[src/tlvf_pkg.sv]
`timescale 1ns / 1ps
`default_nettype none
// ----------------------------------------------------------------------------
// tlvf_pkg: shared types and constants of the tlv packet framer
// result and job records, framer modes, byte kinds and the header rescan helper
// ----------------------------------------------------------------------------
package tlvf_pkg;

  localparam logic [7:0]  SYNC_BYTE     = 8'h7f;
  localparam logic [7:0]  TYPE_LOW_MAX  = 8'h04;
  localparam logic [7:0]  TYPE_HIGH_MIN = 8'hfd;
  localparam logic [16:0] MAX_PKT_RESET = 17'd4096;
  localparam logic [16:0] HDR_BYTES     = 17'd4;

  // job queue between front and back
  localparam int QUEUE_DEPTH = 4;
  localparam int QPTR_W      = $clog2(QUEUE_DEPTH);
  localparam int QCNT_W      = $clog2(QUEUE_DEPTH + 1);

  typedef enum logic {
    OP_DATA  = 1'b0,
    OP_FLUSH = 1'b1
  } op_t;

  typedef enum logic [1:0] {
    MODE_HUNT   = 2'd0,
    MODE_HEADER = 2'd1,
    MODE_BODY   = 2'd2
  } mode_t;

  typedef enum logic [2:0] {
    KIND_RAW     = 3'd0,
    KIND_REJECT  = 3'd1,
    KIND_PACKET  = 3'd2,
    KIND_FLUSHED = 3'd3,
    KIND_TRUNC   = 3'd4
  } kind_t;

  typedef struct packed {
    logic [7:0] data;
    kind_t      kind;
    logic       first;
    logic       last;
  } res_t;

  // all results caused by one item
  typedef struct packed {
    logic [1:0]     last_idx;
    res_t [3:0]     res;
  } job_t;

  // outcome of scanning the three bytes behind a rejected sync
  typedef struct packed {
    logic            hdr;
    logic [1:0]      hold_cnt;
    logic [2:0][7:0] hold;
    logic [1:0]      n_raw;
  } scan_t;

  function automatic res_t mk_res(logic [7:0] data, kind_t kind, logic first,
                                  logic last);
    res_t r;
    r.data  = data;
    r.kind  = kind;
    r.first = first;
    r.last  = last;
    return r;
  endfunction

  // bytes ahead of the first sync go out raw, the rest are held as a header
  function automatic scan_t tlvf_rescan(logic [2:0][7:0] rest);
    scan_t s;
    s.hdr      = 1'b0;
    s.hold_cnt = 2'd0;
    s.hold     = '0;
    s.n_raw    = 2'd0;
    for (int i = 0; i < 3; i++) begin
      if (s.hdr) begin
        s.hold[s.hold_cnt] = rest[i];
        s.hold_cnt         = s.hold_cnt + 2'd1;
      end else if (rest[i] == SYNC_BYTE) begin
        s.hdr      = 1'b1;
        s.hold[0]  = rest[i];
        s.hold_cnt = 2'd1;
      end else begin
        s.n_raw = s.n_raw + 2'd1;
      end
    end
    return s;
  endfunction

endpackage
`default_nettype wire

[src/tlvf_if.sv]
`timescale 1ns / 1ps
`default_nettype none
// ----------------------------------------------------------------------------
// tlvf channel interfaces
// valid/ready channels for stream items, results and the limit register
// ----------------------------------------------------------------------------
interface tlvf_in_if;
  logic       valid;
  logic       ready;
  logic       operation;
  logic [7:0] in_byte;

  modport source (output valid, output operation, output in_byte, input ready);
  modport sink   (input valid, input operation, input in_byte, output ready);
endinterface

interface tlvf_out_if;
  logic       valid;
  logic       ready;
  logic [7:0] out_byte;
  logic [2:0] byte_kind;
  logic       packet_first;
  logic       packet_last;
  logic       last_of_run;

  modport source (output valid, output out_byte, output byte_kind,
                  output packet_first, output packet_last, output last_of_run,
                  input ready);
  modport sink   (input valid, input out_byte, input byte_kind,
                  input packet_first, input packet_last, input last_of_run,
                  output ready);
endinterface

interface tlvf_cfg_if;
  logic        valid;
  logic        ready;
  logic [16:0] max_packet_bytes;

  modport source (output valid, output max_packet_bytes, input ready);
  modport sink   (input valid, input max_packet_bytes, output ready);
endinterface
`default_nettype wire

[src/tlv_packet_framer_unit.sv]
`timescale 1ns / 1ps
`default_nettype none
// ----------------------------------------------------------------------------
// tlv_packet_framer_unit: tlv packet framer
// finds sync-led tlv packets in a byte stream and tags every byte by its kind
// ----------------------------------------------------------------------------
// The framer takes one stream item per cycle (a byte or a flush) while the
// job queue has room and gives every byte back unchanged, tagged raw,
// rejected sync, packet, flushed remainder or truncation marker, with
// first/last marks on accepted packets and last_of_run on the final result
// of each item. An item causes zero to four results, moved one per cycle
// by the output register unless the output stalls: a plain byte gives one,
// an accepted header or a rejected header with rescanned bytes up to four.
// A four-entry job queue between the front state machine and the back
// sequencer absorbs those bursts; in_ch.ready falls only in reset or when
// that queue is full. Results pass through the job queue and the output
// register. The packet limit register resets to 4096; the user writes it
// through cfg_ch only while the block is idle, which it does not check.
// ----------------------------------------------------------------------------
module tlv_packet_framer_unit (
  input  wire logic  clk,
  input  wire logic  rst_n,
  tlvf_in_if.sink    in_ch,
  tlvf_out_if.source out_ch,
  tlvf_cfg_if.sink   cfg_ch
);
  import tlvf_pkg::*;

  // front to queue
  logic push;
  job_t push_job;
  logic q_full;

  // queue to back
  logic pop;
  job_t head;
  logic q_empty;

  // framer state machine: classifies each item and builds its job
  tlvf_front u_front (
    .clk    (clk),
    .rst_n  (rst_n),
    .in_ch  (in_ch),
    .cfg_ch (cfg_ch),
    .q_full (q_full),
    .push   (push),
    .job    (push_job)
  );

  // decouples the stream side from the result side
  tlvf_queue u_queue (
    .clk      (clk),
    .rst_n    (rst_n),
    .push     (push),
    .push_job (push_job),
    .full     (q_full),
    .pop      (pop),
    .head     (head),
    .empty    (q_empty)
  );

  // one result per cycle into the output register unless the output stalls
  tlvf_back u_back (
    .clk    (clk),
    .rst_n  (rst_n),
    .head   (head),
    .empty  (q_empty),
    .pop    (pop),
    .out_ch (out_ch)
  );

endmodule
`default_nettype wire

[src/tlvf_front.sv]
`timescale 1ns / 1ps
`default_nettype none
// ----------------------------------------------------------------------------
// tlvf_front: framer state machine
// accepts stream items, tracks header and body, pushes a job for each result-bearing item
// ----------------------------------------------------------------------------
module tlvf_front (
  input  wire logic          clk,
  input  wire logic          rst_n,
  tlvf_in_if.sink            in_ch,
  tlvf_cfg_if.sink           cfg_ch,
  input  wire logic          q_full,
  output logic               push,
  output tlvf_pkg::job_t     job
);
  import tlvf_pkg::*;

  mode_t       mode_r, mode_nxt;
  logic [7:0]  hold_r [3];
  logic [7:0]  hold_nxt [3];
  logic [1:0]  cnt_r, cnt_nxt;
  logic [15:0] rem_r, rem_nxt;
  logic [16:0] max_r;

  logic        accept;
  logic [7:0]  b;
  logic [15:0] rem_dec;
  logic [15:0] len;
  logic        type_ok;
  logic        size_ok;
  logic        hdr_ok;
  scan_t       scan;
  logic [2:0]  n_res;

  // nothing is taken while in reset
  assign cfg_ch.ready = rst_n;
  assign in_ch.ready  = rst_n && !q_full;
  assign accept       = in_ch.valid && in_ch.ready;
  assign b            = in_ch.in_byte;

  assign rem_dec = rem_r - 16'd1;
  assign len     = {hold_r[2], b};
  assign type_ok = (hold_r[1] <= TYPE_LOW_MAX) || (hold_r[1] >= TYPE_HIGH_MIN);
  assign size_ok = ({1'b0, len} + HDR_BYTES) <= max_r;
  assign hdr_ok  = type_ok && size_ok;
  assign scan    = tlvf_rescan({b, hold_r[2], hold_r[1]});

  // next state
  always_comb begin
    mode_nxt = mode_r;
    hold_nxt = hold_r;
    cnt_nxt  = cnt_r;
    rem_nxt  = rem_r;
    if (accept) begin
      if (in_ch.operation == OP_FLUSH) begin
        mode_nxt = MODE_HUNT;
        cnt_nxt  = 2'd0;
        rem_nxt  = 16'd0;
      end else begin
        unique case (mode_r)
          MODE_BODY: begin
            rem_nxt = rem_dec;
            if (rem_dec == 16'd0) mode_nxt = MODE_HUNT;
          end
          MODE_HEADER: begin
            if (cnt_r == 2'd3) begin
              if (hdr_ok) begin
                cnt_nxt  = 2'd0;
                rem_nxt  = len;
                mode_nxt = (len == 16'd0) ? MODE_HUNT : MODE_BODY;
              end else begin
                mode_nxt = scan.hdr ? MODE_HEADER : MODE_HUNT;
                cnt_nxt  = scan.hold_cnt;
                for (int i = 0; i < 3; i++) hold_nxt[i] = scan.hold[i];
              end
            end else begin
              hold_nxt[cnt_r] = b;
              cnt_nxt         = cnt_r + 2'd1;
            end
          end
          default: begin
            if (b == SYNC_BYTE) begin
              mode_nxt    = MODE_HEADER;
              hold_nxt[0] = b;
              cnt_nxt     = 2'd1;
            end else begin
              mode_nxt = MODE_HUNT;
            end
          end
        endcase
      end
    end
  end

  // results of the item at the port
  always_comb begin
    job   = '0;
    n_res = 3'd0;
    if (in_ch.operation == OP_FLUSH) begin
      unique case (mode_r)
        MODE_HEADER: begin
          for (int i = 0; i < 3; i++) begin
            if (i < int'(cnt_r)) begin
              job.res[n_res[1:0]] = mk_res(hold_r[i], KIND_FLUSHED, 1'b0, 1'b0);
              n_res = n_res + 3'd1;
            end
          end
        end
        MODE_BODY: begin
          job.res[0] = mk_res(8'd0, KIND_TRUNC, 1'b0, 1'b0);
          n_res      = 3'd1;
        end
        default: n_res = 3'd0;
      endcase
    end else begin
      unique case (mode_r)
        MODE_BODY: begin
          job.res[0] = mk_res(b, KIND_PACKET, 1'b0, rem_dec == 16'd0);
          n_res      = 3'd1;
        end
        MODE_HEADER: begin
          if (cnt_r == 2'd3) begin
            if (hdr_ok) begin
              job.res[0] = mk_res(hold_r[0], KIND_PACKET, 1'b1, 1'b0);
              job.res[1] = mk_res(hold_r[1], KIND_PACKET, 1'b0, 1'b0);
              job.res[2] = mk_res(hold_r[2], KIND_PACKET, 1'b0, 1'b0);
              job.res[3] = mk_res(b, KIND_PACKET, 1'b0, len == 16'd0);
              n_res      = 3'd4;
            end else begin
              job.res[0] = mk_res(hold_r[0], KIND_REJECT, 1'b0, 1'b0);
              n_res      = 3'd1;
              for (int i = 0; i < 3; i++) begin
                if (i < int'(scan.n_raw)) begin
                  job.res[n_res[1:0]] = mk_res((i == 0) ? hold_r[1] :
                                               (i == 1) ? hold_r[2] : b,
                                               KIND_RAW, 1'b0, 1'b0);
                  n_res = n_res + 3'd1;
                end
              end
            end
          end
        end
        default: begin
          if (b != SYNC_BYTE) begin
            job.res[0] = mk_res(b, KIND_RAW, 1'b0, 1'b0);
            n_res      = 3'd1;
          end
        end
      endcase
    end
    job.last_idx = 2'(n_res - 3'd1);
  end

  assign push = accept && (n_res != 3'd0);

  always_ff @(posedge clk) begin
    if (!rst_n) begin
      mode_r <= MODE_HUNT;
      cnt_r  <= 2'd0;
      rem_r  <= 16'd0;
      max_r  <= MAX_PKT_RESET;
    end else begin
      mode_r <= mode_nxt;
      cnt_r  <= cnt_nxt;
      rem_r  <= rem_nxt;
      if (cfg_ch.valid) max_r <= cfg_ch.max_packet_bytes;
    end
  end

  always_ff @(posedge clk) begin
    hold_r <= hold_nxt;
  end

endmodule
`default_nettype wire

[src/tlvf_queue.sv]
`timescale 1ns / 1ps
`default_nettype none
// ----------------------------------------------------------------------------
// tlvf_queue: job queue
// short first-in first-out store of jobs between front and back
// ----------------------------------------------------------------------------
module tlvf_queue (
  input  wire logic           clk,
  input  wire logic           rst_n,
  input  wire logic           push,
  input  wire tlvf_pkg::job_t push_job,
  output logic                full,
  input  wire logic           pop,
  output tlvf_pkg::job_t      head,
  output logic                empty
);
  import tlvf_pkg::*;

  job_t               slot_r [QUEUE_DEPTH];
  logic [QPTR_W-1:0]  wr_r, rd_r;
  logic [QCNT_W-1:0]  cnt_r, cnt_nxt;

  assign full  = (cnt_r == QCNT_W'(QUEUE_DEPTH));
  assign empty = (cnt_r == '0);
  assign head  = slot_r[rd_r];

  always_comb begin
    cnt_nxt = cnt_r;
    if (push && !pop) cnt_nxt = cnt_r + QCNT_W'(1);
    if (pop && !push) cnt_nxt = cnt_r - QCNT_W'(1);
  end

  always_ff @(posedge clk) begin
    if (!rst_n) begin
      wr_r  <= '0;
      rd_r  <= '0;
      cnt_r <= '0;
    end else begin
      if (push) wr_r <= wr_r + QPTR_W'(1);
      if (pop)  rd_r <= rd_r + QPTR_W'(1);
      cnt_r <= cnt_nxt;
    end
  end

  always_ff @(posedge clk) begin
    if (push) slot_r[wr_r] <= push_job;
  end

endmodule
`default_nettype wire

[src/tlvf_back.sv]
`timescale 1ns / 1ps
`default_nettype none
// ----------------------------------------------------------------------------
// tlvf_back: result sequencer
// walks the results of the head job into the output register unless the output stalls, one per cycle
// ----------------------------------------------------------------------------
module tlvf_back (
  input  wire logic           clk,
  input  wire logic           rst_n,
  input  wire tlvf_pkg::job_t head,
  input  wire logic           empty,
  output logic                pop,
  tlvf_out_if.source          out_ch
);
  import tlvf_pkg::*;

  logic [1:0] idx_r;
  logic       valid_r;
  res_t       res_r;
  logic       lor_r;
  logic       load;
  logic       at_last;

  assign load    = !empty && (!valid_r || out_ch.ready);
  assign at_last = (idx_r == head.last_idx);
  assign pop     = load && at_last;

  always_ff @(posedge clk) begin
    if (!rst_n) begin
      idx_r   <= 2'd0;
      valid_r <= 1'b0;
    end else begin
      if (load) begin
        idx_r   <= at_last ? 2'd0 : idx_r + 2'd1;
        valid_r <= 1'b1;
      end else if (out_ch.ready) begin
        valid_r <= 1'b0;
      end
    end
  end

  always_ff @(posedge clk) begin
    if (load) begin
      res_r <= head.res[idx_r];
      lor_r <= at_last;
    end
  end

  assign out_ch.valid        = valid_r;
  assign out_ch.out_byte     = res_r.data;
  assign out_ch.byte_kind    = res_r.kind;
  assign out_ch.packet_first = res_r.first;
  assign out_ch.packet_last  = res_r.last;
  assign out_ch.last_of_run  = lor_r;

endmodule
`default_nettype wire
[src/flat_wrapper.sv]
// flat-port wrapper written by rule: the top's interface ports become plain ports
module tlv_packet_framer_unit_flat import tlvf_pkg::*;
  (clk, rst_n, in_ch_valid, in_ch_operation, in_ch_in_byte, in_ch_ready, out_ch_valid, out_ch_out_byte, out_ch_byte_kind, out_ch_packet_first, out_ch_packet_last, out_ch_last_of_run, out_ch_ready, cfg_ch_valid, cfg_ch_max_packet_bytes, cfg_ch_ready);
  tlvf_in_if in_ch_i ();
  tlvf_out_if out_ch_i ();
  tlvf_cfg_if cfg_ch_i ();
  input  wire logic clk;
  input  wire logic rst_n;
  input wire logic [$bits(in_ch_i.valid)-1:0] in_ch_valid;
  input wire logic [$bits(in_ch_i.operation)-1:0] in_ch_operation;
  input wire logic [$bits(in_ch_i.in_byte)-1:0] in_ch_in_byte;
  output wire logic [$bits(in_ch_i.ready)-1:0] in_ch_ready;
  output wire logic [$bits(out_ch_i.valid)-1:0] out_ch_valid;
  output wire logic [$bits(out_ch_i.out_byte)-1:0] out_ch_out_byte;
  output wire logic [$bits(out_ch_i.byte_kind)-1:0] out_ch_byte_kind;
  output wire logic [$bits(out_ch_i.packet_first)-1:0] out_ch_packet_first;
  output wire logic [$bits(out_ch_i.packet_last)-1:0] out_ch_packet_last;
  output wire logic [$bits(out_ch_i.last_of_run)-1:0] out_ch_last_of_run;
  input wire logic [$bits(out_ch_i.ready)-1:0] out_ch_ready;
  input wire logic [$bits(cfg_ch_i.valid)-1:0] cfg_ch_valid;
  input wire logic [$bits(cfg_ch_i.max_packet_bytes)-1:0] cfg_ch_max_packet_bytes;
  output wire logic [$bits(cfg_ch_i.ready)-1:0] cfg_ch_ready;
  assign in_ch_i.valid = in_ch_valid;
  assign in_ch_i.operation = in_ch_operation;
  assign in_ch_i.in_byte = in_ch_in_byte;
  assign in_ch_ready = in_ch_i.ready;
  assign out_ch_valid = out_ch_i.valid;
  assign out_ch_out_byte = out_ch_i.out_byte;
  assign out_ch_byte_kind = out_ch_i.byte_kind;
  assign out_ch_packet_first = out_ch_i.packet_first;
  assign out_ch_packet_last = out_ch_i.packet_last;
  assign out_ch_last_of_run = out_ch_i.last_of_run;
  assign out_ch_i.ready = out_ch_ready;
  assign cfg_ch_i.valid = cfg_ch_valid;
  assign cfg_ch_i.max_packet_bytes = cfg_ch_max_packet_bytes;
  assign cfg_ch_ready = cfg_ch_i.ready;
  tlv_packet_framer_unit u_core (.clk(clk), .rst_n(rst_n), .in_ch(in_ch_i), .out_ch(out_ch_i), .cfg_ch(cfg_ch_i));
endmodule
[config.mk]
export PLATFORM = sky130hd
export DESIGN_NAME = tlv_packet_framer_unit_flat
export DESIGN_NICKNAME = d
export VERILOG_FILES = /design/src/tlvf_pkg.sv /design/src/tlvf_if.sv /design/src/tlv_packet_framer_unit.sv /design/src/tlvf_front.sv /design/src/tlvf_queue.sv /design/src/tlvf_back.sv /design/src/flat_wrapper.sv
export SDC_FILE = /design/constraint.sdc
export NUM_CORES = 1
export LEC_CHECK = 0
export BUFFER_PORTS_ARGS = -buffer_cell sky130_fd_sc_hd__buf_2
export CAP_MARGIN = 30
export CORE_UTILIZATION = 60
export DETAILED_ROUTE_END_ITERATION = 12
export GPL_TIMING_DRIVEN = 0
export PLACE_DENSITY_LB_ADDON = 0.08
export SLEW_MARGIN = 15
export SYNTH_ARGS = -nofsm -noshare
export SYNTH_HDL_FRONTEND = slang
export SYNTH_HIERARCHICAL = 1
export SYNTH_SLANG_ARGS = --single-unit
export TNS_END_PERCENT = 50
[constraint.sdc]
create_clock -name clk -period 12.9 [get_ports clk]
set_input_delay 1.29 -clock clk [delete_from_list [all_inputs] [get_ports clk]]
set_output_delay 1.29 -clock clk [all_outputs]
set_load 0.02 [all_outputs]
==> impl_metrics.csv <==
group,metric,value,unit
run_status,outcome,"completed",
synthesis,synth_top_area_share,51.7,%
critical_path,cp_common_cell,"ha_1",
power,clock_power_share,42.7,%
place,port-buffer-count,45,
synthesis,synth_common_cells,"edfxtp_1, nor2_1, nand2_1, mux4_2, dfxtp_1",
clock_tree,cts_tree,"done",
synthesis,yosysMostFrequentCell,"edfxtp_1",
worst_hold_path,min_path_type,"register to register",
route,remaining_drc_errors,0,
floorplan,core_area,24200,um^2
floorplan,initial_utilization,61.0,%
synthesis,yosys_warnings,6,
power,p_total,2.26,mW
route,drt_iter0_markers,711,
critical_path,max_stage_delay,0.60,ns
route,wirelength,37200,um
synthesis,synth_edf_count,254,
sta,hold_ws,0.489,ns
critical_path,reg2reg_slack,7.04,ns
power,p_per_area,136,nW/um^2
global_routing,grt_pass1_vias,9455,
critical_path,required,13.41,ns
place,place_area,15500,um^2
clock_tree,clockBufferDepth,3,
final_layout,multi_input_area,5470,um^2
sta,setup-tns-final,0,ns
synthesis,ys.flop_type,"edfxtp_1",
global_routing,grt_pass1_wl,56200,um
clock_tree,h-tree-depth,1,
power,seq_power_share,48.1,%
power,power_switching,0.493,mW
final_layout,postLayoutCellArea,16600,um^2
critical_path,path_cells,"buf_2, clkbuf_1, nand3_1, nor2_1, nand3_1, xnor2_1, ha_1, nand4_1, nor4_2, nand2b_1, a31oi_1, nor2_1, buf_2, nor2b_1, a21oi_1, ha_1, a31oi_1, inv_1, ha_1, inv_1, fa_1, o21ai_0, and2_1",
power,power.internal,1.76,mW
final_layout,fillers,1697,
route,wl_per_cell,24.6,um
synthesis,seq_area_frac_synth,58.4,%
sta,rsz0062_at_grt,"false",
global_routing,grtUsageTotal,29.7,%
clock_tree,cts_resized,0,
final_layout,regArea,8610,um^2
global_routing,overflow,0,
route,firstDrtPassIters,5,
synthesis,ys_types,81,
floorplan,fp.dieArea,25200,um^2
place,pre_cts_ws,6.01,ns
power,ir_drop,0.114,mV
place,gp_congestion,0.955,
floorplan,fp-row-count,57,
sta,finalCritPeriodShare,49.9,%
floorplan,die_y,159,um
synthesis,syn_inst,1074,
power,combPwrFrac,9.2,%
sta,fin_skew,0.0100,ns
sta,slew_headroom,25.9,%
sta,finalSetupViolCount,0,
final_layout,final_nets,1236,
sta,hold_viol_final,0,
synthesis,synthTopCellsByArea,"edfxtp_1, mux4_2, dfxtp_1",
clock_tree,cts_hold_buf,0,
global_routing,grt_max_degree,51,
power,leakagePower,5.73,nW
synthesis,async_reset_ff_share,0,%
critical_path,path_class,"input pin to register",
route,final_antenna_net_count,0,
synthesis,ys_ff_latch,303,
critical_path,crit_fanout,10,
final_layout,insertedDiodeCount,0,
clock_tree,cts_num_sinks,303,
clock_tree,root_buffer,"clkbuf_16",
clock_tree,postCtsSetupRepairBufs,0,
clock_tree,path_clk_slew,0.06,ns
sta,fmax,0.155,GHz
critical_path,worstPathArrival,6.94,ns
synthesis,synth_top_area_cell,"edfxtp_1",
critical_path,slowest_stage,"clkbuf_1",
floorplan,die_w,159,um
sta,maxSlewViolCount,0,
clock_tree,clk_latency,0.57,ns
synthesis,synth_area,14700,um^2
sta,worst_pin_slew,1.10,ns
critical_path,start_kind,"input pin",
route,vias_per_cell,6.38,
place,place_hpwl,25400,um
route,dr_total_vias,9657,
clock_tree,cts_buffers,31,
final_layout,drive_gt1_share,17.7,%
synthesis,syn_avg_cell_area,13.7,um^2
critical_path,endpoint_kind,"register",
sta,setup_slack,6.47,ns
final_layout,area_growth,12.8,%
sta,period_needed,6.43,ns
global_routing,antenna_found_initial,0,
flow_run,maxCapViolCount,0,
power,swShare,21.8,%
floorplan,io-pin-count,48,
## path summary, 6_finish.rpt
| kind | from | end | cells after the start |
|---|---|---|---|
| hold / removal | u_core/u_front/mode_r[0] | u_core/u_front/mode_r[0] | 2 |
| hold reg to reg | u_core/u_front/mode_r[0] | u_core/u_front/mode_r[0] | 2 |
| setup / recovery | in_ch_in_byte[3] | u_core/u_queue/cnt_r[1] | 23 |
| setup reg to reg | u_core/u_front/hold_r[2] | u_core/u_queue/cnt_r[1] | 22 |
## layout by cell type, fill, tap and decap left out, drive strengths merged, types with 20 or more instances in the layout
| cell | instances |
|---|---|
| nand3 | 20 |
| nor2b | 31 |
| edfxtp | 254 |
| inv | 48 |
| buf | 88 |
| mux4 | 67 |
| ha | 40 |
| nor2 | 66 |
| o21ai | 28 |
| dfxtp | 49 |
| nor3 | 21 |
| nand2 | 57 |
| clkbuf | 87 |
| a21oi | 44 |
| mux2i | 22 |
| a31oi | 21 |
## registers in the layout, indices dropped and copies added, names as in the netlist, named ones only
name	flops
u_core/u_back/out_ch.valid	1
u_core/u_back/idx_r	2
u_core/u_queue/slot_r	216
u_core/u_front/mode_r	2
u_core/u_front/rem_r	16
u_core/u_front/cnt_r	2
u_core/u_queue/rd_r	2
u_core/u_queue/wr_r	2
u_core/u_back/out_ch.packet_first	1
u_core/u_back/out_ch.out_byte	8
u_core/u_queue/cnt_r	3
u_core/u_back/out_ch.packet_last	1
u_core/u_front/max_r	17
u_core/u_front/hold_r	24
u_core/u_back/out_ch.byte_kind	3
u_core/u_back/out_ch.last_of_run	1
## worst max-delay path: cells and delay by family
kind | cells | cell delay, ns
compound gates | 4 | 1.36
simple gates | 9 | 1.83
xor+xnor | 1 | 0.17
fa+ha+maj | 4 | 1.18
buf+inv | 5 | 1.10
## layer usage
metal	wire [um]	track usage, %	part of all wire [%]	vias up
met5	0	0	0	-
met4	1340	11.7	3.6	0
met3	2530	3.92	6.8	93
met2	18700	51.4	50	448
met1	14600	38.1	39	4809
li1	-	-	-	4307
## stage by stage
step / util (%) / instances
after floorplan: - / 1081
after global placement: 63.7 / 1450
after detailed placement: 64.2 / 1454
after CTS: 68.8 / 1512
after global routing: 68.8 / 1513
final: 68.8 / 1513
## final cells by class
type	instances	share of cell area, %
Sequential cell	303	51.8
Clock buffer	42	5.03
Tap cell	324	2.44
Multi-Input combinational cell	647	32.9
Inverter	48	1.08
Buffer	83	3.20
Timing Repair Buffer	50	1.97
Clock inverter	16	1.63
## cell families (layout without fill, tap and decap cells)
family          Yosys count  after routing  synth area share, %
fa+ha+maj                41             41                 3.53
buf+inv                 131            239                 4.83
flops                   303            303                 58.4
other cells               1              8               0.0254
xor+xnor                 27             27                 1.60
mux                      89             89                 12.0
simple gates            281            281                 10.1
compound gates          201            201                 9.50
## power groups by stage
stage	clock network (mW)	registers, mW	logic, mW
after floorplan	0	1.11	0.142
after global placement	0	1.11	0.202
after detailed placement	0	1.11	0.207
after CTS	0.976	1.09	0.209
after global routing	1.01	1.09	0.225
final	0.962	1.09	0.208
No activity file was read; power rests on OpenSTA's default activity.
